## src/rtl/core/dadf_pkg.sv

```systemverilog
// ----------------------------------------------------------------------------
// dadf_pkg
// Shared types and constants for the anchor decode and filter block.
// ----------------------------------------------------------------------------
package dadf_pkg;

  localparam int unsigned DEF_ANCHORS = 8400;
  localparam int unsigned DEF_CLASSES = 80;
  localparam int unsigned DEF_LANES   = 4;

  // Classes that have an enable bit in the mask registers
  localparam int unsigned MAX_CLASSES = 80;
  // Score fields carried by one request
  localparam int unsigned SCORE_FIELDS = 4;

  localparam int unsigned SCORE_W  = 16;
  localparam int unsigned CLASS_W  = 7;
  localparam int unsigned ANCHOR_W = 14;
  localparam int unsigned COORD_W  = 16;
  localparam int unsigned PAD_W    = 10;
  localparam int unsigned INV_W    = 20;
  localparam int unsigned GROUP_W  = 5;
  // Lane class number before range check: group * lanes + lane, lanes <= 8
  localparam int unsigned LCLASS_W = 8;

  localparam int unsigned APB_DATA_W = 64;
  localparam int unsigned APB_ADDR_W = 6;
  localparam int unsigned REG_IDX_W  = 3;

  // Corner arithmetic widths
  localparam int unsigned OFF_W  = 19;  // signed Q.7 offset
  localparam int unsigned PROD_W = 40;  // signed Q.19 product
  localparam int unsigned FRAC_SHIFT = 19;

  localparam logic [SCORE_W-1:0]     RST_CONF_THRESHOLD = 16'h4000;
  localparam logic [63:0]            RST_CLASS_MASK_LOW = 64'hFFFF_FFFF_FFFF_FFFF;
  localparam logic [15:0]            RST_CLASS_MASK_HIGH = 16'hFFFF;
  localparam logic [PAD_W-1:0]       RST_PAD = '0;
  localparam logic [INV_W-1:0]       RST_INV_SCALE = 20'd4096;

  typedef enum logic [REG_IDX_W-1:0] {
    REG_CONF_THRESHOLD  = 3'd0,
    REG_CLASS_MASK_LOW  = 3'd1,
    REG_CLASS_MASK_HIGH = 3'd2,
    REG_PAD_X           = 3'd3,
    REG_PAD_Y           = 3'd4,
    REG_INV_SCALE       = 3'd5
  } cfg_reg_e;

  typedef struct packed {
    logic [15:0]        center_x;
    logic [15:0]        center_y;
    logic [15:0]        box_width;
    logic [15:0]        box_height;
    logic [GROUP_W-1:0] group_index;
    logic [15:0]        score_lane0;
    logic [15:0]        score_lane1;
    logic [15:0]        score_lane2;
    logic [15:0]        score_lane3;
    logic               last_group;
  } in_item_t;

  typedef struct packed {
    logic [ANCHOR_W-1:0]       anchor_number;
    logic [CLASS_W-1:0]        class_id;
    logic [SCORE_W-1:0]        best_score_out;
    logic signed [COORD_W-1:0] left_x;
    logic signed [COORD_W-1:0] top_y;
    logic signed [COORD_W-1:0] right_x;
    logic signed [COORD_W-1:0] bottom_y;
  } out_item_t;

  // What one lane found for the current request
  typedef struct packed {
    logic               hit;
    logic [SCORE_W-1:0] score;
    logic [CLASS_W-1:0] class_id;
  } lane_cand_t;

  // Running arg-max of the anchor including the current request
  typedef struct packed {
    logic               found;
    logic [SCORE_W-1:0] best;
    logic [CLASS_W-1:0] class_id;
  } anchor_sum_t;

  // Load enables of the corner pipeline
  typedef struct packed {
    logic s1;
    logic s2;
    logic s3;
  } stage_en_t;

  // Result fields that ride alongside the corner pipeline
  typedef struct packed {
    logic [ANCHOR_W-1:0] anchor_number;
    logic [CLASS_W-1:0]  class_id;
    logic [SCORE_W-1:0]  best_score;
  } result_meta_t;

endpackage

```

## src/rtl/core/dadf_lane.sv

```systemverilog
// ----------------------------------------------------------------------------
// dadf_lane
// One score lane: class number, enable check and compare to running best.
// ----------------------------------------------------------------------------
module dadf_lane #(
  parameter int unsigned CLASSES = dadf_pkg::DEF_CLASSES,
  parameter int unsigned LANES   = dadf_pkg::DEF_LANES,
  parameter int unsigned LANE_ID = 0
) (
  input  logic [dadf_pkg::GROUP_W-1:0]     group_index_i,
  input  logic [dadf_pkg::SCORE_W-1:0]     score_i,
  input  logic [dadf_pkg::MAX_CLASSES-1:0] class_mask_i,
  input  logic [dadf_pkg::SCORE_W-1:0]     running_best_i,
  output dadf_pkg::lane_cand_t             cand_o
);
  import dadf_pkg::*;

  logic [LCLASS_W-1:0] lane_class;
  logic                class_en;

  assign lane_class = LCLASS_W'(32'(group_index_i) * LANES + LANE_ID);

  // Classes past the configured count, or past the mask, are ignored
  assign class_en = (lane_class < LCLASS_W'(CLASSES)) &&
                    (lane_class < LCLASS_W'(MAX_CLASSES)) &&
                    class_mask_i[lane_class[CLASS_W-1:0]];

  assign cand_o.hit      = class_en && (score_i > running_best_i);
  assign cand_o.score    = score_i;
  assign cand_o.class_id = lane_class[CLASS_W-1:0];

endmodule

```

## config.mk

```make
export PLATFORM = sky130hd
export DESIGN_NAME = dadf_lane
export DESIGN_NICKNAME = d
export VERILOG_FILES = /design/src/rtl/core/dadf_pkg.sv /design/src/rtl/core/dadf_lane.sv
export SDC_FILE = /design/constraint.sdc
export NUM_CORES = 1
export LEC_CHECK = 0
export ABC_AREA = 1
export BUFFER_PORTS_ARGS = -buffer_cell sky130_fd_sc_hd__buf_2
export CELL_PAD_IN_SITES_DETAIL_PLACEMENT = 1
export CELL_PAD_IN_SITES_GLOBAL_PLACEMENT = 2
export CORE_MARGIN = 3
export CORE_UTILIZATION = 10
export DETAILED_ROUTE_END_ITERATION = 16
export PLACE_DENSITY_LB_ADDON = 0.05
export SETUP_SLACK_MARGIN = 0.02
export SYNTH_ARGS = -nofsm -noshare
export SYNTH_HDL_FRONTEND = slang
export SYNTH_SLANG_ARGS = --single-unit
```

## constraint.sdc

```tcl
create_clock -name vclk -period 1.2
set_clock_uncertainty 0.2 [all_clocks]
set_input_delay 0.12 -clock vclk [all_inputs]
set_output_delay 0.12 -clock vclk [all_outputs]
set_load 0.03 [all_outputs]
```

---- Word-level counts from Yosys, hierarchy flattened ----
Cells that the tools add are included.
Widths: inputs -> output; s select.
cells by class
  mux-type cells .......................... 2
  reduce and logical (&&, ||, !) cells .... 2
  order comparisons ....................... 3
operator list
  operator            number
  $gt 16x16->1        1
  $lt 7x8->1 const B  1
  $lt 7x7->1 const B  1
  $bmux 1 s5          1
  $logic_and 1x1->1   2
  $mux 1              1
storage, ports and cells
  word-level logic and storage cells ...... 7
  register bits after elaboration ......... 0
  output and inout port bits .............. 24
  bits of input ports ..................... 117

---- Depth between registers and ports, before layout ----
  word-level depth ........................ 4
  depth in mapped cells ................... 13
  gate-level depth less buffers ........... 13

---- Worst setup path after synthesis ----
OpenSTA, ideal clock, no wires.
  path type ............................... in2out
  start point ............................. input port running_best_i[15] in the netlist's numbering
  end point ............................... output port cand_o[23] in the netlist's numbering
  arrival time ............................ 1.258 ns
  required time ........................... 0.880 ns
  stages .................................. 10
  setup slack ............................. -0.378 ns
  buffers on the path ..................... 0
  path through ............................ inv_1 > ha_1 > nand2_1 > nor2_1 > nand2_1 > inv_1 > nand2_1 > nand2_1 > nand2_1 > nor2_1
RTL lines
  item         line             source
  from (decl)  dadf_lane.sv:13  input logic [dadf_pkg::SCORE_W-1:0] running_best_i,
  to (decl)    dadf_lane.sv:14  output dadf_pkg::lane_cand_t cand_o

==> summary.txt <==
Status
  – Status: complete, but fails checks
  – Failing checks: negative setup slack

Power
  – Total power: approximately 0.60 mW
  – Power Density: roughly 370 nW/um2
  – Worst vdd ir: about 0.10 mV
  – P_leak: around 0.86 nW

Cells and area
  – Nets: around 350
  – Final antenna diode count: 0
  – Area delta synth->final: 84.4%
  – Share of layout cells above drive strength 1: 57.5%
  – Final core occ: around a fifth
  – Clk_buf instances: 0
  – Sequential Area: 0 um2
  – Fin area: about 1600 um2
  – Layout Cells excl Fill: between 300 and 400
  – Num sequential: 0

Logic synthesis
  – Synth top area share: 23.0%
  – Synthesized area: 872 um2
  – Synth Warn #: 0
  – Synth cell count leaders: nand2_1 (44), inv_1 (34), buf_4 (23)
  – Cells after synthesis: roughly 160
  – Count leader, synth: nand2_1
  – Seq/Total Area, Yosys: 0%
  – Yosys top cell by area: ha_1
  – Yosys cell types: 17
  – Top cells by area, synth: ha_1 (23%), buf_4 (20%), nand2_1 (19%), inv_1 (15%), nor2_1 (6.9%)
  – Avg Cell Area, Syn: between 5 and 6 um2

Worst hold path
  – Min-delay src: score_i[5]
  – Hold depth: 2
  – Hold Crit Class: in -> out
  – Hold endpoint: cand_o[12]

Detailed routing
  – Via count: about 1100
  – WL final: ~3.1 mm
  – Drt initial violations: 0
  – Post-route ant nets: 0
  – Drt pass-1 iters: 1
  – Via density: between 3 and 4
  – DRC viols: 0
  – WL/cell: 9.65 um

Global routing
  – Layer with the highest usage: met2
  – GRT Util Overall: 6.10%
  – Total gr overflow: 0
  – Global-route met2 utilization: between 10% and 20%
  – Met3 usage: less than 1%
  – M1 GR Usage: ~7.9%
  – Vias in the first global route: around 1200
  – Largest net degree at the start of global routing: 10
  – Initial antenna violation count: 0
  – First-pass GRT wire length: around 5.2 mm

Floorplan
  – Ports: 141
  – Cell Rows: 33
  – Core ar.: between 8000 and 9000 um2
  – Die height: 99.4 um
  – Die ar.: a little under 10000 um2
  – Die width: 99.4 um
  – Starting Density: between 10% and 20%

Placement
  – Placer's final routability congestion estimate: roughly 0.7
  – Post-Place Cells: 324
  – Port Buf Inserts: just under 80
  – DP HPWL: 2.88 mm
  – Post-DP Area: roughly 1400 um2
  – Setup WS pre-CTS: -0.475 ns

Setup path
  – Max stage delay on crit path: 0.27 ns
  – Worst path cell trace: buf_2 -> ha_4 -> nand2_2 -> o21ai_0 -> a21oi_2 -> nand2_1 -> nand2_2 -> nor2_4 -> buf_6
  – Worst path arrival time: ~1.2 ns
  – Largest fanout on the critical path: 2
  – Critical path class: in -> out
  – Endpoint type of the worst setup path: primary output
  – Most used cell, CP: nand2_2
  – CP Launch Type: primary input
  – Crit path required time: between 0.8 and 0.9 ns
  – Slowest CP cell: ha_4

STA
  – Hold WS: 0.299 ns
  – Final setup TNS: -0.341 ns
  – Final critical-path share of the clock period: 128%
  – Min Tclk post-route: 1.54 ns
  – Final Hold Viols: 0
  – Max-slew violation count: 0
  – Unrepaired setup endpoints after global routing: yes
  – Setup violations, final: 1
  – PnR worst setup slack: -0.341 ns
  – Highest Clock Rate: approximately 650 MHz

Flow run
  – Max-cap violations: 0

Clock tree
  – CTS hold repair buffers: 0
  – Postcts setup bufs: 0
logic make-up after synthesis:
kind of cell,share of synthesized area (%)
AOI/OAI and AO/OA,7.46
adders and majority gates,23.0
buffers and inverters,36.2
and+or+nand+nor,33.0
other,0.430
worst max-delay path by stage:
stage | slack (ns) | depth (start not counted) | start | to
after detailed placement | -0.47 | 14 | running_best_i[3] | cand_o[23]
after floorplan | -0.1 | 12 | running_best_i[3] | cand_o[23]
after global routing | -0.42 | 11 | score_i[5] | cand_o[23]
after CTS | -0.37 | 14 | running_best_i[3] | cand_o[23]
final | -0.34 | 9 | score_i[15] | cand_o[23]
after global placement | -0.46 | 14 | running_best_i[3] | cand_o[23]
cell usage in the layout, fill, tap and decap left out, types with 3 or more instances in the layout:
master,instances
nand2_1,39
inv_4,6
nor2_1,11
inv_1,21
buf_6,9
inv_2,5
ha_4,14
nand3_1,8
nand2_2,5
buf_2,68
buf_4,3
nor2_4,3
a21oi_1,5
metal layers:
metal	up-vias	share of wire [%]	wire length [um]
met5	-	0	0
met4	0	0	0
met3	0	5.3	165
met2	36	54	1680
met1	484	41	1290
li1	578	-	-
critical path, delay by kind of cell:
family                   cells  cell delay [ns]
adder cells (fa/ha/maj)      1             0.27
AND/OR/NAND/NOR              4             0.28
AO/OA/AOI/OAI                2             0.29
buffers and inverters        2             0.25
final cells by class:
class | instances | area [um2]
Timing Repair Buffer | 83 | 514
Fill cell | 1033 | 6730
Multi-Input combinational cell | 101 | 791
Tap cell | 105 | 131
Inverter | 35 | 171
what timing repair did:
item | 4_1_cts | 5_1_grt
endpoints found under the setup margin | 1 | 1
gates resized for setup | 21 | 17
pin swaps | 17 | 15
power by group:
part | leakage (nW) | switching, mW | internal (mW)
Combinational | 0.864 | 0.333 | 0.270
Sequential | 0 | 0 | 0
Clock | 0 | 0 | 0
Total | 0.864 | 0.333 | 0.270
(Power assumes the default switching activity.)
