File: config.mk
export PLATFORM = sky130hd
export DESIGN_NAME = dadf_merge
export DESIGN_NICKNAME = d
export VERILOG_FILES = /design/src/rtl/core/dadf_pkg.sv /design/src/rtl/core/dadf_merge.sv
export SDC_FILE = /design/constraint.sdc
export NUM_CORES = 1
export LEC_CHECK = 0
export ABC_CLOCK_PERIOD_IN_PS = 15150
export BUFFER_PORTS_ARGS = -buffer_cell sky130_fd_sc_hd__buf_4
export CORE_UTILIZATION = 45
export CTS_BUF_LIST = sky130_fd_sc_hd__clkbuf_8
export CTS_CLUSTER_DIAMETER = 80
export DETAILED_ROUTE_END_ITERATION = 10
export HOLD_SLACK_MARGIN = 0.05
export PLACE_DENSITY = 0.72
export SLEW_MARGIN = 0
export SYNTH_ARGS = -nofsm -noshare
export SYNTH_HDL_FRONTEND = slang
export SYNTH_SLANG_ARGS = --single-unit
File: constraint.sdc
create_clock -name clk_i -period 15.15 [get_ports clk_i]
set_input_delay 3.03 -clock clk_i [delete_from_list [all_inputs] [get_ports clk_i]]
set_output_delay 3.03 -clock clk_i [all_outputs]
set_load 0.01 [all_outputs]
File: src/rtl/core/dadf_pkg.sv
// ----------------------------------------------------------------------------
// dadf_pkg
// Shared types and constants for the anchor decode and filter block.
// ----------------------------------------------------------------------------
package dadf_pkg;

  localparam int unsigned DEF_ANCHORS = 8400;
  localparam int unsigned DEF_CLASSES = 80;
  localparam int unsigned DEF_LANES   = 4;

  // Classes that have an enable bit in the mask registers
  localparam int unsigned MAX_CLASSES = 80;
  // Score fields carried by one request
  localparam int unsigned SCORE_FIELDS = 4;

  localparam int unsigned SCORE_W  = 16;
  localparam int unsigned CLASS_W  = 7;
  localparam int unsigned ANCHOR_W = 14;
  localparam int unsigned COORD_W  = 16;
  localparam int unsigned PAD_W    = 10;
  localparam int unsigned INV_W    = 20;
  localparam int unsigned GROUP_W  = 5;
  // Lane class number before range check: group * lanes + lane, lanes <= 8
  localparam int unsigned LCLASS_W = 8;

  localparam int unsigned APB_DATA_W = 64;
  localparam int unsigned APB_ADDR_W = 6;
  localparam int unsigned REG_IDX_W  = 3;

  // Corner arithmetic widths
  localparam int unsigned OFF_W  = 19;  // signed Q.7 offset
  localparam int unsigned PROD_W = 40;  // signed Q.19 product
  localparam int unsigned FRAC_SHIFT = 19;

  localparam logic [SCORE_W-1:0]     RST_CONF_THRESHOLD = 16'h4000;
  localparam logic [63:0]            RST_CLASS_MASK_LOW = 64'hFFFF_FFFF_FFFF_FFFF;
  localparam logic [15:0]            RST_CLASS_MASK_HIGH = 16'hFFFF;
  localparam logic [PAD_W-1:0]       RST_PAD = '0;
  localparam logic [INV_W-1:0]       RST_INV_SCALE = 20'd4096;

  typedef enum logic [REG_IDX_W-1:0] {
    REG_CONF_THRESHOLD  = 3'd0,
    REG_CLASS_MASK_LOW  = 3'd1,
    REG_CLASS_MASK_HIGH = 3'd2,
    REG_PAD_X           = 3'd3,
    REG_PAD_Y           = 3'd4,
    REG_INV_SCALE       = 3'd5
  } cfg_reg_e;

  typedef struct packed {
    logic [15:0]        center_x;
    logic [15:0]        center_y;
    logic [15:0]        box_width;
    logic [15:0]        box_height;
    logic [GROUP_W-1:0] group_index;
    logic [15:0]        score_lane0;
    logic [15:0]        score_lane1;
    logic [15:0]        score_lane2;
    logic [15:0]        score_lane3;
    logic               last_group;
  } in_item_t;

  typedef struct packed {
    logic [ANCHOR_W-1:0]       anchor_number;
    logic [CLASS_W-1:0]        class_id;
    logic [SCORE_W-1:0]        best_score_out;
    logic signed [COORD_W-1:0] left_x;
    logic signed [COORD_W-1:0] top_y;
    logic signed [COORD_W-1:0] right_x;
    logic signed [COORD_W-1:0] bottom_y;
  } out_item_t;

  // What one lane found for the current request
  typedef struct packed {
    logic               hit;
    logic [SCORE_W-1:0] score;
    logic [CLASS_W-1:0] class_id;
  } lane_cand_t;

  // Running arg-max of the anchor including the current request
  typedef struct packed {
    logic               found;
    logic [SCORE_W-1:0] best;
    logic [CLASS_W-1:0] class_id;
  } anchor_sum_t;

  // Load enables of the corner pipeline
  typedef struct packed {
    logic s1;
    logic s2;
    logic s3;
  } stage_en_t;

  // Result fields that ride alongside the corner pipeline
  typedef struct packed {
    logic [ANCHOR_W-1:0] anchor_number;
    logic [CLASS_W-1:0]  class_id;
    logic [SCORE_W-1:0]  best_score;
  } result_meta_t;

endpackage

File: src/rtl/core/dadf_merge.sv
// ----------------------------------------------------------------------------
// dadf_merge
// Combines the lane candidates into the running arg-max of one anchor.
// ----------------------------------------------------------------------------
module dadf_merge #(
  parameter int unsigned NUM_LANES = dadf_pkg::SCORE_FIELDS
) (
  input  logic                    clk_i,
  input  logic                    rst_ni,
  input  logic                    accept_i,
  input  logic                    last_group_i,
  input  dadf_pkg::lane_cand_t    cand_i [NUM_LANES],
  output logic [dadf_pkg::SCORE_W-1:0] running_best_o,
  output dadf_pkg::anchor_sum_t   sum_o
);
  import dadf_pkg::*;

  anchor_sum_t run_q, run_d;
  logic               pick_v;
  logic [SCORE_W-1:0] pick_s;
  logic [CLASS_W-1:0] pick_c;

  // Every hit already beats the running best; among hits the first maximum wins
  always_comb begin
    pick_v = 1'b0;
    pick_s = '0;
    pick_c = '0;
    for (int unsigned i = 0; i < NUM_LANES; i++) begin
      if (cand_i[i].hit && (!pick_v || (cand_i[i].score > pick_s))) begin
        pick_v = 1'b1;
        pick_s = cand_i[i].score;
        pick_c = cand_i[i].class_id;
      end
    end
  end

  always_comb begin
    sum_o.found    = run_q.found | pick_v;
    sum_o.best     = pick_v ? pick_s : run_q.best;
    sum_o.class_id = pick_v ? pick_c : run_q.class_id;
  end

  always_comb begin
    run_d = run_q;
    if (accept_i) begin
      // clear at the end of each anchor
      run_d = last_group_i ? '0 : sum_o;
    end
  end

  always_ff @(posedge clk_i or negedge rst_ni) begin
    if (!rst_ni) begin
      run_q <= '0;
    end else begin
      run_q <= run_d;
    end
  end

  assign running_best_o = run_q.best;

endmodule

Word-level counts from Yosys, hierarchy flattened
Index checks and enable logic that the tools add are counted.

operators by class
  magnitude comparators = 3
  div/mod/pow operators = 0
  bitwise gates (word level) = 1
  shift operators = 0
  $mul = 0
  reductions and logical operators = 9
  eq/ne operators = 0
  mux-type cells = 15
  add/subtract/negate cells = 0

operator list
  cell               number
  $mux 16            5
  $gt 16x16->1       3
  $mux 7             5
  $mux 24            1
  $mux 1             4
  $logic_and 1x1->1  3
  $logic_not 1->1    3
  $logic_or 1x1->1   3
  $or 1x1->1         1

word-level totals
  register bits after elaboration = 24
  bits of input ports = 100
  memories = 0
  memory bits (read-only) = 0
  RAM bits = 0
  output and inout port bits = 40
  word-level logic and storage cells = 31
  bits in latches = 0

Logic depth before layout (Yosys ltp)
  word-level depth = 15
  depth in mapped cells = 30
  mapped depth without buffers = 23

Worst setup path after synthesis
OpenSTA, ideal clock, no wires.

  kind = input to output
  start point = in cand_i[95] in the netlist's numbering
  end point = out sum_o[13] in the netlist's numbering
  path buffers = 7
  path slack = 2,538 ps
  required time = 12,120 ps
  stages on the path = 28
  arrival time = 9,582 ps
  cell sequence = clkbuf_1 > clkbuf_1 > nand2_1 > ha_1 > nand4_1 > a2111o_1 > a31oi_1 > buf_2 > mux2i_1 > inv_1 > ha_1 > nand4_2 > or4_1 > or3_1 > o311a_1 > buf_4 > buf_2 > mux2i_1 > ha_1 > a21oi_1 > a21boi_1 > o311a_1 > o31ai_1 > nand2b_1 > clkbuf_1 > clkbuf_1 > a22o_1 > nor2_1

RTL lines
  what                RTL line          source
  start: declaration  dadf_merge.sv:12  input dadf_pkg::lane_cand_t cand_i [NUM_LANES],
  end: declaration    dadf_merge.sv:14  output dadf_pkg::anchor_sum_t sum_o

==> flow_metrics.env <==
export IMPL_viasPerCell=5.816
export IMPL_placed_area_um2=4841
export IMPL_cts_buffer_depth=2
export IMPL_syn_area_um2=3877
export IMPL_drc=0
export IMPL_die_y_um=94.83
export IMPL_diodes=0
export IMPL_design_area_um2=4896
export IMPL_gp_congestion=0.8722
export IMPL_cp_max_fo=28
export IMPL_start_util=0.4695
export IMPL_hold_viol=0
export IMPL_core_area_um2=8258
export IMPL_synthCells=485
export IMPL_irDropWorstVdd_mv=0.04779
export IMPL_wl_per_cell_um=17.02
export IMPL_routed_wl_um=11740
export IMPL_p_leak_nw=2.353
export IMPL_period_share=0.9102
export IMPL_synth_top_area_frac=0.1549
export IMPL_setup_worst_path_end_class="output pin"
export IMPL_period_needed_ns=13.79
export IMPL_final_cell_mix="141 x buf_4, 58 x inv_1, 49 x nand2_1"
export IMPL_drv_slew=0
export IMPL_tightest_slew_ns=1.183
export IMPL_criticalPathCategory="in2out"
export IMPL_status="completed"
export IMPL_clk_latency_ns=0.27
export IMPL_setup_tns_ns=0
export IMPL_synth_cell_type_count=49
export IMPL_async_flop_share=1.000
export IMPL_grt_total_usage=0.2647
export IMPL_die_width_um=94.83
export IMPL_antenna_found_initial=0
export IMPL_drv_cap=0
export IMPL_finalSetupViolCount=0
export IMPL_clock_sinks=24
export IMPL_cts_clk_slew_worst_paths_ns=0.09
export IMPL_core_rowCount=33
export IMPL_layout_commonest_cell="buf_4"
export IMPL_die_area_um2=8992
export IMPL_cts_buffers=3
export IMPL_num_io_pins=140
export IMPL_grt_max_degree=43
export IMPL_final_nets=734
export IMPL_slew_headroom=0.2111
export IMPL_dp_hpwl_um=9281
export IMPL_syn_num_nets=633
export IMPL_rsz0062_at_grt="false"
export IMPL_holdCritPathClass="reg2reg"
export IMPL_cts_root_buf="clkbuf_8"
export IMPL_drt_pre_antenna_iters=4
export IMPL_cp_required_ns=12.12
export IMPL_yosysSeqAreaShare=0.1549
export IMPL_post_cts_resized=0
export IMPL_grt_pass1_wl_um=18780
export IMPL_synth_avg_cell_area_um2=7.995
export IMPL_drt_iter0_markers=175
export IMPL_ff2ff_setup_slack_ns=13.97
export IMPL_powerDensity_nw_per_um2=70.85
export IMPL_cts_tree="yes"
export IMPL_ctsHoldBuffers=0
export IMPL_synth_top_cell_by_area="dfrtp_1"
export IMPL_synth_ff_latch_count=24
export IMPL_io_buffers=139
export IMPL_yosysWarnings=0
export IMPL_syn_to_final_growth_pct=26.27
export IMPL_grt_pass1_vias=3937
export IMPL_antenna_left=0
export IMPL_drive_gt1_frac=0.3060
export IMPL_yosys_top_cells_area="dfrtp_1 15%, ha_1 15%, mux2i_1 9.6%, inv_1 5.6%, nand2_1 4.7%"
export IMPL_htree_levels=1
export IMPL_critPathLaunchType="primary input"
export IMPL_finClkSkew_ns=0
export IMPL_ys_flop_type="dfrtp_1"
export IMPL_grt_overflow=0
export IMPL_postCtsSetupBuffers=0
export IMPL_fmax_mhz=72.52
export IMPL_crit_arrival_ns=10.76
export IMPL_vias=4013
export IMPL_synth_edff_count=0
[where the power goes]
group           total, W  internal [W]  switching (W)
combinational   0.000216      0.000103       0.000113
clock          0.0000466     0.0000233      0.0000233
sequential     0.0000848     0.0000739      0.0000108
total           0.000347      0.000200       0.000147
[final timing paths]
check	startpoint	to	depth (start not counted)
setup / recovery	cand_i[95]	sum_o[12]	23
hold / removal	run_q[4]$_DFFE_PN0P_	run_q[4]$_DFFE_PN0P_	2
setup reg to reg	running_best_o[5]$_DFFE_PN0P_	running_best_o[5]$_DFFE_PN0P_	3
hold reg to reg	run_q[4]$_DFFE_PN0P_	run_q[4]$_DFFE_PN0P_	2
max in group asynchronous	rst_ni	run_q[6]$_DFFE_PN0P_	1
min in group asynchronous	rst_ni	running_best_o[9]$_DFFE_PN0P_	1
[kinds of logic (layout without fill, tap and decap cells)]
kind of cell,count (synthesis),count (layout),share of synthesized area
compound gates,146,146,0.3037
fa+ha+maj,48,48,0.1549
buf+inv,103,203,0.1213
flops,24,24,0.1549
mux,38,38,0.09842
simple gates,126,126,0.1668
[metrics by stage]
step                  util  power [W]  std cells  worst slack [ns]  hold WS, ns
finish              0.5929  0.0003469        690             1.360       0.5106
global route        0.5929  0.0003731        690            0.7830       0.5408
CTS                 0.5929  0.0003491        690             1.395       0.5137
detailed placement  0.5862  0.0003008        686             1.442       0.4847
global placement    0.5862  0.0002955        686             1.719       0.4782
floorplan                -  0.0002235        485             2.538       0.4630
[area by class of cell]
class	count	area (µm²)
sequential	24	600.6
timing repair buffer	141	1059
tap	105	131.4
clock buffer	4	55.05
fill	751	3362
multi-input combinational	358	2833
inverter	58	217.7
[cells in the mapped netlist (13+ instances only)]
cell type and instances:
clkbuf_1 21, o21a_1 16, a22o_1 16, a22oi_1 16, dfrtp_1 24, mux2i_1 37, nand2_1 49, buf_4 17
nand2b_1 13, a21oi_1 36, nor2_1 21, inv_1 58, ha_1 48
[registers in the layout, summed over array words and instances, names as in the netlist]
register        count
running_best_o     16
run_q               8
[critical path: stages]
cell,delay (ns)
buf_4,0.25
nand2_1,0.14
ha_1,0.33
nand4_1,0.20
a2111o_1,0.48
a31oi_4,0.77
mux2i_1,0.46
inv_1,0.08
ha_1,0.33
nand4_2,0.11
or4_1,0.54
a21oi_1,0.13
o311a_1,0.94
mux2i_1,0.29
ha_1,0.29
a21oi_1,0.17
a21boi_1,0.09
o311a_1,0.34
o31ai_1,0.46
nand2b_1,0.62
nor3_1,0.45
nor2_1,0.08
buf_4,0.15
[layer usage]
layer | GRT usage | part of all wire | vias up
met2 | 0.4748 | 0.49 | 163
met3 | 0.04348 | 0.081 | 20
met4 | 0.08207 | 0.027 | 0
li1 | - | - | 1961
met1 | 0.3199 | 0.40 | 1869
met5 | 0 | 0 | -
No activity file was read; power rests on OpenSTA's default activity.
