[src/rtl/core/dadf_pkg.sv]
// ----------------------------------------------------------------------------
// dadf_pkg
// Shared types and constants for the anchor decode and filter block.
// ----------------------------------------------------------------------------
package dadf_pkg;

  localparam int unsigned DEF_ANCHORS = 8400;
  localparam int unsigned DEF_CLASSES = 80;
  localparam int unsigned DEF_LANES   = 4;

  // Classes that have an enable bit in the mask registers
  localparam int unsigned MAX_CLASSES = 80;
  // Score fields carried by one request
  localparam int unsigned SCORE_FIELDS = 4;

  localparam int unsigned SCORE_W  = 16;
  localparam int unsigned CLASS_W  = 7;
  localparam int unsigned ANCHOR_W = 14;
  localparam int unsigned COORD_W  = 16;
  localparam int unsigned PAD_W    = 10;
  localparam int unsigned INV_W    = 20;
  localparam int unsigned GROUP_W  = 5;
  // Lane class number before range check: group * lanes + lane, lanes <= 8
  localparam int unsigned LCLASS_W = 8;

  localparam int unsigned APB_DATA_W = 64;
  localparam int unsigned APB_ADDR_W = 6;
  localparam int unsigned REG_IDX_W  = 3;

  // Corner arithmetic widths
  localparam int unsigned OFF_W  = 19;  // signed Q.7 offset
  localparam int unsigned PROD_W = 40;  // signed Q.19 product
  localparam int unsigned FRAC_SHIFT = 19;

  localparam logic [SCORE_W-1:0]     RST_CONF_THRESHOLD = 16'h4000;
  localparam logic [63:0]            RST_CLASS_MASK_LOW = 64'hFFFF_FFFF_FFFF_FFFF;
  localparam logic [15:0]            RST_CLASS_MASK_HIGH = 16'hFFFF;
  localparam logic [PAD_W-1:0]       RST_PAD = '0;
  localparam logic [INV_W-1:0]       RST_INV_SCALE = 20'd4096;

  typedef enum logic [REG_IDX_W-1:0] {
    REG_CONF_THRESHOLD  = 3'd0,
    REG_CLASS_MASK_LOW  = 3'd1,
    REG_CLASS_MASK_HIGH = 3'd2,
    REG_PAD_X           = 3'd3,
    REG_PAD_Y           = 3'd4,
    REG_INV_SCALE       = 3'd5
  } cfg_reg_e;

  typedef struct packed {
    logic [15:0]        center_x;
    logic [15:0]        center_y;
    logic [15:0]        box_width;
    logic [15:0]        box_height;
    logic [GROUP_W-1:0] group_index;
    logic [15:0]        score_lane0;
    logic [15:0]        score_lane1;
    logic [15:0]        score_lane2;
    logic [15:0]        score_lane3;
    logic               last_group;
  } in_item_t;

  typedef struct packed {
    logic [ANCHOR_W-1:0]       anchor_number;
    logic [CLASS_W-1:0]        class_id;
    logic [SCORE_W-1:0]        best_score_out;
    logic signed [COORD_W-1:0] left_x;
    logic signed [COORD_W-1:0] top_y;
    logic signed [COORD_W-1:0] right_x;
    logic signed [COORD_W-1:0] bottom_y;
  } out_item_t;

  // What one lane found for the current request
  typedef struct packed {
    logic               hit;
    logic [SCORE_W-1:0] score;
    logic [CLASS_W-1:0] class_id;
  } lane_cand_t;

  // Running arg-max of the anchor including the current request
  typedef struct packed {
    logic               found;
    logic [SCORE_W-1:0] best;
    logic [CLASS_W-1:0] class_id;
  } anchor_sum_t;

  // Load enables of the corner pipeline
  typedef struct packed {
    logic s1;
    logic s2;
    logic s3;
  } stage_en_t;

  // Result fields that ride alongside the corner pipeline
  typedef struct packed {
    logic [ANCHOR_W-1:0] anchor_number;
    logic [CLASS_W-1:0]  class_id;
    logic [SCORE_W-1:0]  best_score;
  } result_meta_t;

endpackage

[src/rtl/core/dadf_unbox.sv]
// ----------------------------------------------------------------------------
// dadf_unbox
// Corner pipeline: letterbox offset, scale multiply, truncate and saturate.
// ----------------------------------------------------------------------------
module dadf_unbox #(
  parameter bit ADD_EXTENT = 1'b0
) (
  input  logic                           clk_i,
  input  dadf_pkg::stage_en_t            en_i,
  input  logic [15:0]                    center_i,
  input  logic [15:0]                    extent_i,
  input  logic [dadf_pkg::PAD_W-1:0]     pad_i,
  input  logic [dadf_pkg::INV_W-1:0]     inv_scale_i,
  output logic signed [dadf_pkg::COORD_W-1:0] corner_o
);
  import dadf_pkg::*;

  logic signed [OFF_W-1:0]   off_d, off_q;
  logic signed [OFF_W-1:0]   c2, ext, padq;
  logic signed [PROD_W-1:0]  prod_d, prod_q;
  logic [PROD_W-1:0]         mag;
  logic [PROD_W-FRAC_SHIFT-1:0] whole;
  logic                      neg;
  logic signed [COORD_W-1:0] corner_d, corner_q;

  // Offset in Q.7: 2*center -/+ extent - 128*pad
  assign c2   = $signed({2'b00, center_i, 1'b0});
  assign ext  = $signed({3'b000, extent_i});
  assign padq = $signed({2'b00, pad_i, 7'b0000000});
  assign off_d = ADD_EXTENT ? (c2 + ext - padq) : (c2 - ext - padq);

  assign prod_d = PROD_W'(off_q * $signed({1'b0, inv_scale_i}));

  // Truncate toward zero on the magnitude, then saturate
  always_comb begin
    neg   = prod_q[PROD_W-1];
    mag   = neg ? $unsigned(-prod_q) : $unsigned(prod_q);
    whole = mag[PROD_W-1:FRAC_SHIFT];
    if (neg) begin
      if (whole > (PROD_W-FRAC_SHIFT)'(32768)) begin
        corner_d = 16'sh8000;
      end else begin
        corner_d = $signed(~whole[COORD_W-1:0] + 16'd1);
      end
    end else begin
      if (whole > (PROD_W-FRAC_SHIFT)'(32767)) begin
        corner_d = 16'sh7FFF;
      end else begin
        corner_d = $signed(whole[COORD_W-1:0]);
      end
    end
  end

  always_ff @(posedge clk_i) begin
    if (en_i.s1) begin
      off_q <= off_d;
    end
    if (en_i.s2) begin
      prod_q <= prod_d;
    end
    if (en_i.s3) begin
      corner_q <= corner_d;
    end
  end

  assign corner_o = corner_q;

endmodule

[config.mk]
export PLATFORM = sky130hd
export DESIGN_NAME = dadf_unbox
export DESIGN_NICKNAME = d
export VERILOG_FILES = /design/src/rtl/core/dadf_pkg.sv /design/src/rtl/core/dadf_unbox.sv
export SDC_FILE = /design/constraint.sdc
export NUM_CORES = 1
export LEC_CHECK = 0
export ABC_AREA = 1
export BUFFER_PORTS_ARGS = -buffer_cell sky130_fd_sc_hd__buf_4
export CAP_MARGIN = 20
export CORE_MARGIN = 3
export CORE_UTILIZATION = 69
export DETAILED_ROUTE_END_ITERATION = 10
export HOLD_SLACK_MARGIN = 0.15
export PLACE_DENSITY = 0.88
export SLEW_MARGIN = 25
export SYNTH_ARGS = -nofsm -noshare
export SYNTH_HDL_FRONTEND = slang
export SYNTH_SLANG_ARGS = --single-unit
[constraint.sdc]
create_clock -name clk_i -period 14.6 [get_ports clk_i]
set_input_delay 0.73 -clock clk_i [delete_from_list [all_inputs] [get_ports clk_i]]
set_output_delay 0.73 -clock clk_i [all_outputs]
set_load 0.03 [all_outputs]
==> Word level (Yosys, flattened, before mapping) <==
Cells that the tools add are included.
{ "op_classes": {"order_cmp": 2, "n_bitwise": 1, "mul": 1, "muxes": 4, "addsub": 4} }
{ "ops": {"columns": ["operator", "n"], "rows": [
  ["$mux 16", 3],
  ["$mul 19x21->40", 1],
  ["$mux 40", 1],
  ["$neg 40->40", 1],
  ["$gt 21x15->1 const B", 1],
  ["$gt 21x16->1 const B", 1],
  ["$sub 18x18->19", 1],
  ["$sub 17x16->18", 1],
  ["$add 16x1->16 const B", 1],
  ["$not 16->16", 1]
]} }
{ "word_totals": {"inputBits": 66, "wordCells": 15, "out_inout_bits": 16, "ff_bits": 75} }

==> Logic depth before layout (Yosys ltp) <==
{ "depth": {"ltp_word": 6, "depth_mapped": 28, "ltp_nobuf": 26} }

==> Least setup slack after synthesis <==
No wires, ideal clock.
{ "synth_timing": {"path_type": "input port to flip-flop", "start": "input port inv_scale_i[9] (netlist name)", "end": "register prod_q[30], data pin", "setup_time_ns": 0.258, "slack_ns": 8.061, "arrival_time_ns": 6.281, "n_path_buf": 2, "cell_stages": 24, "t_required_ns": 14.342, "cell_sequence": "clkbuf_1 -> clkbuf_1 -> nand2_1 -> inv_1 -> fa_1 -> fa_1 -> inv_1 -> fa_1 -> inv_1 -> fa_1 -> inv_1 -> fa_1 -> fa_1 -> inv_1 -> ha_1 -> ha_1 -> nand2_1 -> nor2_1 -> inv_1 -> o21ai_0 -> a21oi_1 -> o21ai_0 -> a21oi_1 -> xnor2_1"} }
{ "synth_between": {"elab_chain_len": 1} }
{ "synth_lines": {"columns": ["element", "line", "rtl"], "rows": [
  ["from (decl)", "dadf_unbox.sv:13", "input logic [dadf_pkg::INV_W-1:0] inv_scale_i,"],
  ["$mul 19x21->40", "dadf_unbox.sv:32", "assign prod_d = PROD_W'(off_q * $signed({1'b0, inv_scale_i}));"],
  ["net prod_d[30]", "dadf_unbox.sv:20", "logic signed [PROD_W-1:0] prod_d, prod_q;"],
  ["to (signal assigned)", "dadf_unbox.sv:59", "prod_q <= prod_d;"],
  ["to (decl)", "dadf_unbox.sv:20", null]
]} }
The timed path passes the listed nets, and every way through them passes these cells.
A chain may end at the register's enable or synchronous reset.

==> Final worst setup path <==
{ "layout_timing": {"start": "register off_q[5]", "end": "register prod_q[39], data pin"} }
{ "layout_between": {"elab_chain_len": 1} }
{ "layout_lines": {"columns": ["element", "line", "rtl"], "rows": [
  ["from (decl)", "dadf_unbox.sv:18", "logic signed [OFF_W-1:0] off_d, off_q;"],
  ["from (signal assigned)", "dadf_unbox.sv:56", "off_q <= off_d;"],
  ["$mul 19x21->40", "dadf_unbox.sv:32", null],
  ["net prod_d[39]", "dadf_unbox.sv:20", null]
]} }
The timed path passes the listed nets, and every way through them passes these cells.

==> qor.yml <==
run_status: "completed"
yosys.area.top_type_share_pct: 32.64
wire_length_of_the_first_global_routing_pass_microns: 77690
worstHoldStart: "extent_i[0]"
synth.distinct_cells: 44
synth.ff_latch_count: 75
floorplan.die.width_microns: 171.2
clock-sinks: 75
yosysMostFrequentCell: "inv_1"
synth_fp_nets: 3004
min_period_over_period_pct: 48.49
floorplan.rows: 59
boundaryPins: 82
insertedDiodeCount: 0
worst_slew_margin_rel_pct: 26.31
seq_area_frac_synth_pct: 11.96
place_area_sq_um: 19510
fmax_mhz: 141.2
drt_wl_total_microns: 47060
worst_r2r_path_depth: 19
cp.arrival_ns: 7.19
grt_start_max_net_pins: 54
clock_tree_from_tritoncts: "done"
cp-start-kind: "register"
global_route.usage.total_pct: 33.43
synth_largest_area_cell: "fa_1"
synth_edf_count: 75
clock_latency_ns: 0.36
yosys.area_share.xor_xnor_pct: 3.163
total_overflow_reported_by_the_global_router: 0
adder_cell_share_of_the_synthesized_area_pct: 45.33
hold_path_class: "input port to register"
port_buffers: 81
r2r-start: "off_q[5]$_DFFE_PP_"
final.min_clock_period_ns: 7.080
overall_die_height_microns: 171.2
ys.flop_type: "edfxtp_1"
finalInstanceArea_sq_um: 19810
async_flop_share_pct: 0
post_synth_main_area_contributors: "fa_1, inv_1, ha_1"
synth_top_family_by_area: "adder cells"
starting_density_pct: 71.24
grt_setup_unrepaired: "no"
synth_compound_area_share_pct: 4.226
setup_tns_ns: 0
mappedNetlistArea_sq_um: 18830
worst_setup_hold_path_clk_slew_ns: 0.07
hold_violations: 0
cts_post_setup_buffers_inserted: 0
root_buffer: "clkbuf_16"
detail_route.first_pass.iterations: 8
regToRegSetupSlack_ns: 7.52
via_count: 15560
cts_resized: 0
final_layout_size_suffix_gt1_share_pct: 7.184
htreeDepth: 3
drt.antenna.violating_nets: 0
place_inst: 2769
estimated_wirelength_of_the_detail_placed_design_microns: 37580
hold_buffers: 0
post_drt_via_cell_ratio: 5.586
nNetsFinal: 3009
netlist_instances: 2440
drt_first_iter_violations: 1366
synthesis.area_per_instance_sq_um: 7.716
final-instance-count-excl-fill: 2785
die_area_sq_um: 29300
timing.rr.end: "prod_q[39]$_DFFE_PP_"
tightestPinTransition_ns: 1.105
timing_max_transition_violations_final: 0
flow.area_growth_from_synthesis_pct: 5.197
worstHoldPathCells: 1
design.core.area_sq_um: 26430
hold_end: "off_q[0]$_DFFE_PP_"
max_cap_violations: 0
worstSetupPathType: "register to register"
synth.mux.area_fraction_pct: 0
route.detailed.wl_per_inst_microns: 16.90
grt_antenna_before_repair: 0
worst_ep_required_time_ns: 14.71
post_layout_utilization_of_the_core_pct: 74.95
first_global_vias: 16510
synthTopCellsByCount: "inv_1, nand2_1, fa_1, ha_1, nor2_1"
globalplace.congestion: 0.9423
inserted_clock_buffers: 9
cts_buffer_depth: 2
drc_errors: 0
synthSimpleGateAreaFrac_pct: 20.17
fillers: 1875
worstPathMaxFanout: 20
fin_skew_ns: 0.01087
ys_warn_count: 0
setup.worst_path.end_class: "register"
final-setup-viol-count: 0
==> placed cells by master, fill, tap and decap left out, types with 46 or more instances in the layout <==
cell      Yosys  final
buf_4         1     82
ha_1        191    191
edfxtp_1     75     75
fa_1        307    307
a21oi_1      58     58
nand2_1     609    609
inv_1       646    646
nor2_1      124    124
nand3_1      89     89
xor2_1       46     46
==> worst max-delay path by stage <==
stage                                   from                    to  slack, ns  cells past startpoint
after floorplan               inv_scale_i[9]  prod_q[30]$_DFFE_PP_       8.06                     24
after global placement       inv_scale_i[11]  prod_q[26]$_DFFE_PP_       7.72                     24
after detailed placement      inv_scale_i[7]  prod_q[39]$_DFFE_PP_       7.62                     22
after CTS                 off_q[4]$_DFFE_PP_  prod_q[39]$_DFFE_PP_       7.65                     19
after global routing      off_q[2]$_DFFE_PP_  prod_q[37]$_DFFE_PP_       7.22                     25
final                     off_q[5]$_DFFE_PP_  prod_q[39]$_DFFE_PP_       7.52                     19
==> critical path: stages (launching register included) <==
cell	delay, ns
edfxtp_1	1.06
nand2_1	0.18
fa_1	0.55
fa_1	0.50
fa_1	0.57
inv_1	0.06
fa_1	0.54
inv_1	0.05
fa_1	0.41
fa_1	0.43
inv_1	0.12
fa_1	0.44
ha_1	0.37
a21oi_1	0.23
o21ai_0	0.16
a21oi_1	0.16
nor3b_1	0.50
o21bai_1	0.22
a21oi_1	0.20
xor2_1	0.08
==> layout make-up <==
type | count | area [sq um] | area share [%]
well taps | 335 | 419.2 | 2.116
clock buffers | 9 | 225.2 | 1.137
multi-input cells | 1612 | 13720 | 69.29
repair buffers | 82 | 615.6 | 3.108
clock inverters | 7 | 73.82 | 0.3727
inverters | 665 | 2496 | 12.60
flip-flops and latches | 75 | 2252 | 11.37
==> state kept, by name (all words and copies together) (netlist names) <==
register / flops
prod_q: 40
off_q: 19
corner_o: 16
==> stage by stage <==
step                      setup slack, ns  hold WS [ns]
after floorplan                     8.061        0.6724
after detailed placement            7.624        0.7579
after global routing                7.222        0.5899
after CTS                           7.653        0.5813
final                               7.520        0.5821
after global placement              7.716        0.7531
==> layer usage <==
metal,up-vias,track usage (%),wire length [microns]
met5,-,0,0
met3,188,5.332,4012
met4,0,15.01,2206
met2,783,57.27,23270
met1,7419,42.17,17570
li1,7168,-,-
==> cell families after synthesis <==
kind of cell    after synthesis
buf+inv                     753
flops                        75
simple gates                907
fa+ha+maj                   498
xor+xnor                     68
compound gates              139
Power is left out: the tool's default activity adds up to more than one toggle a clock period on the data nets, which glitch-free logic cannot reach.
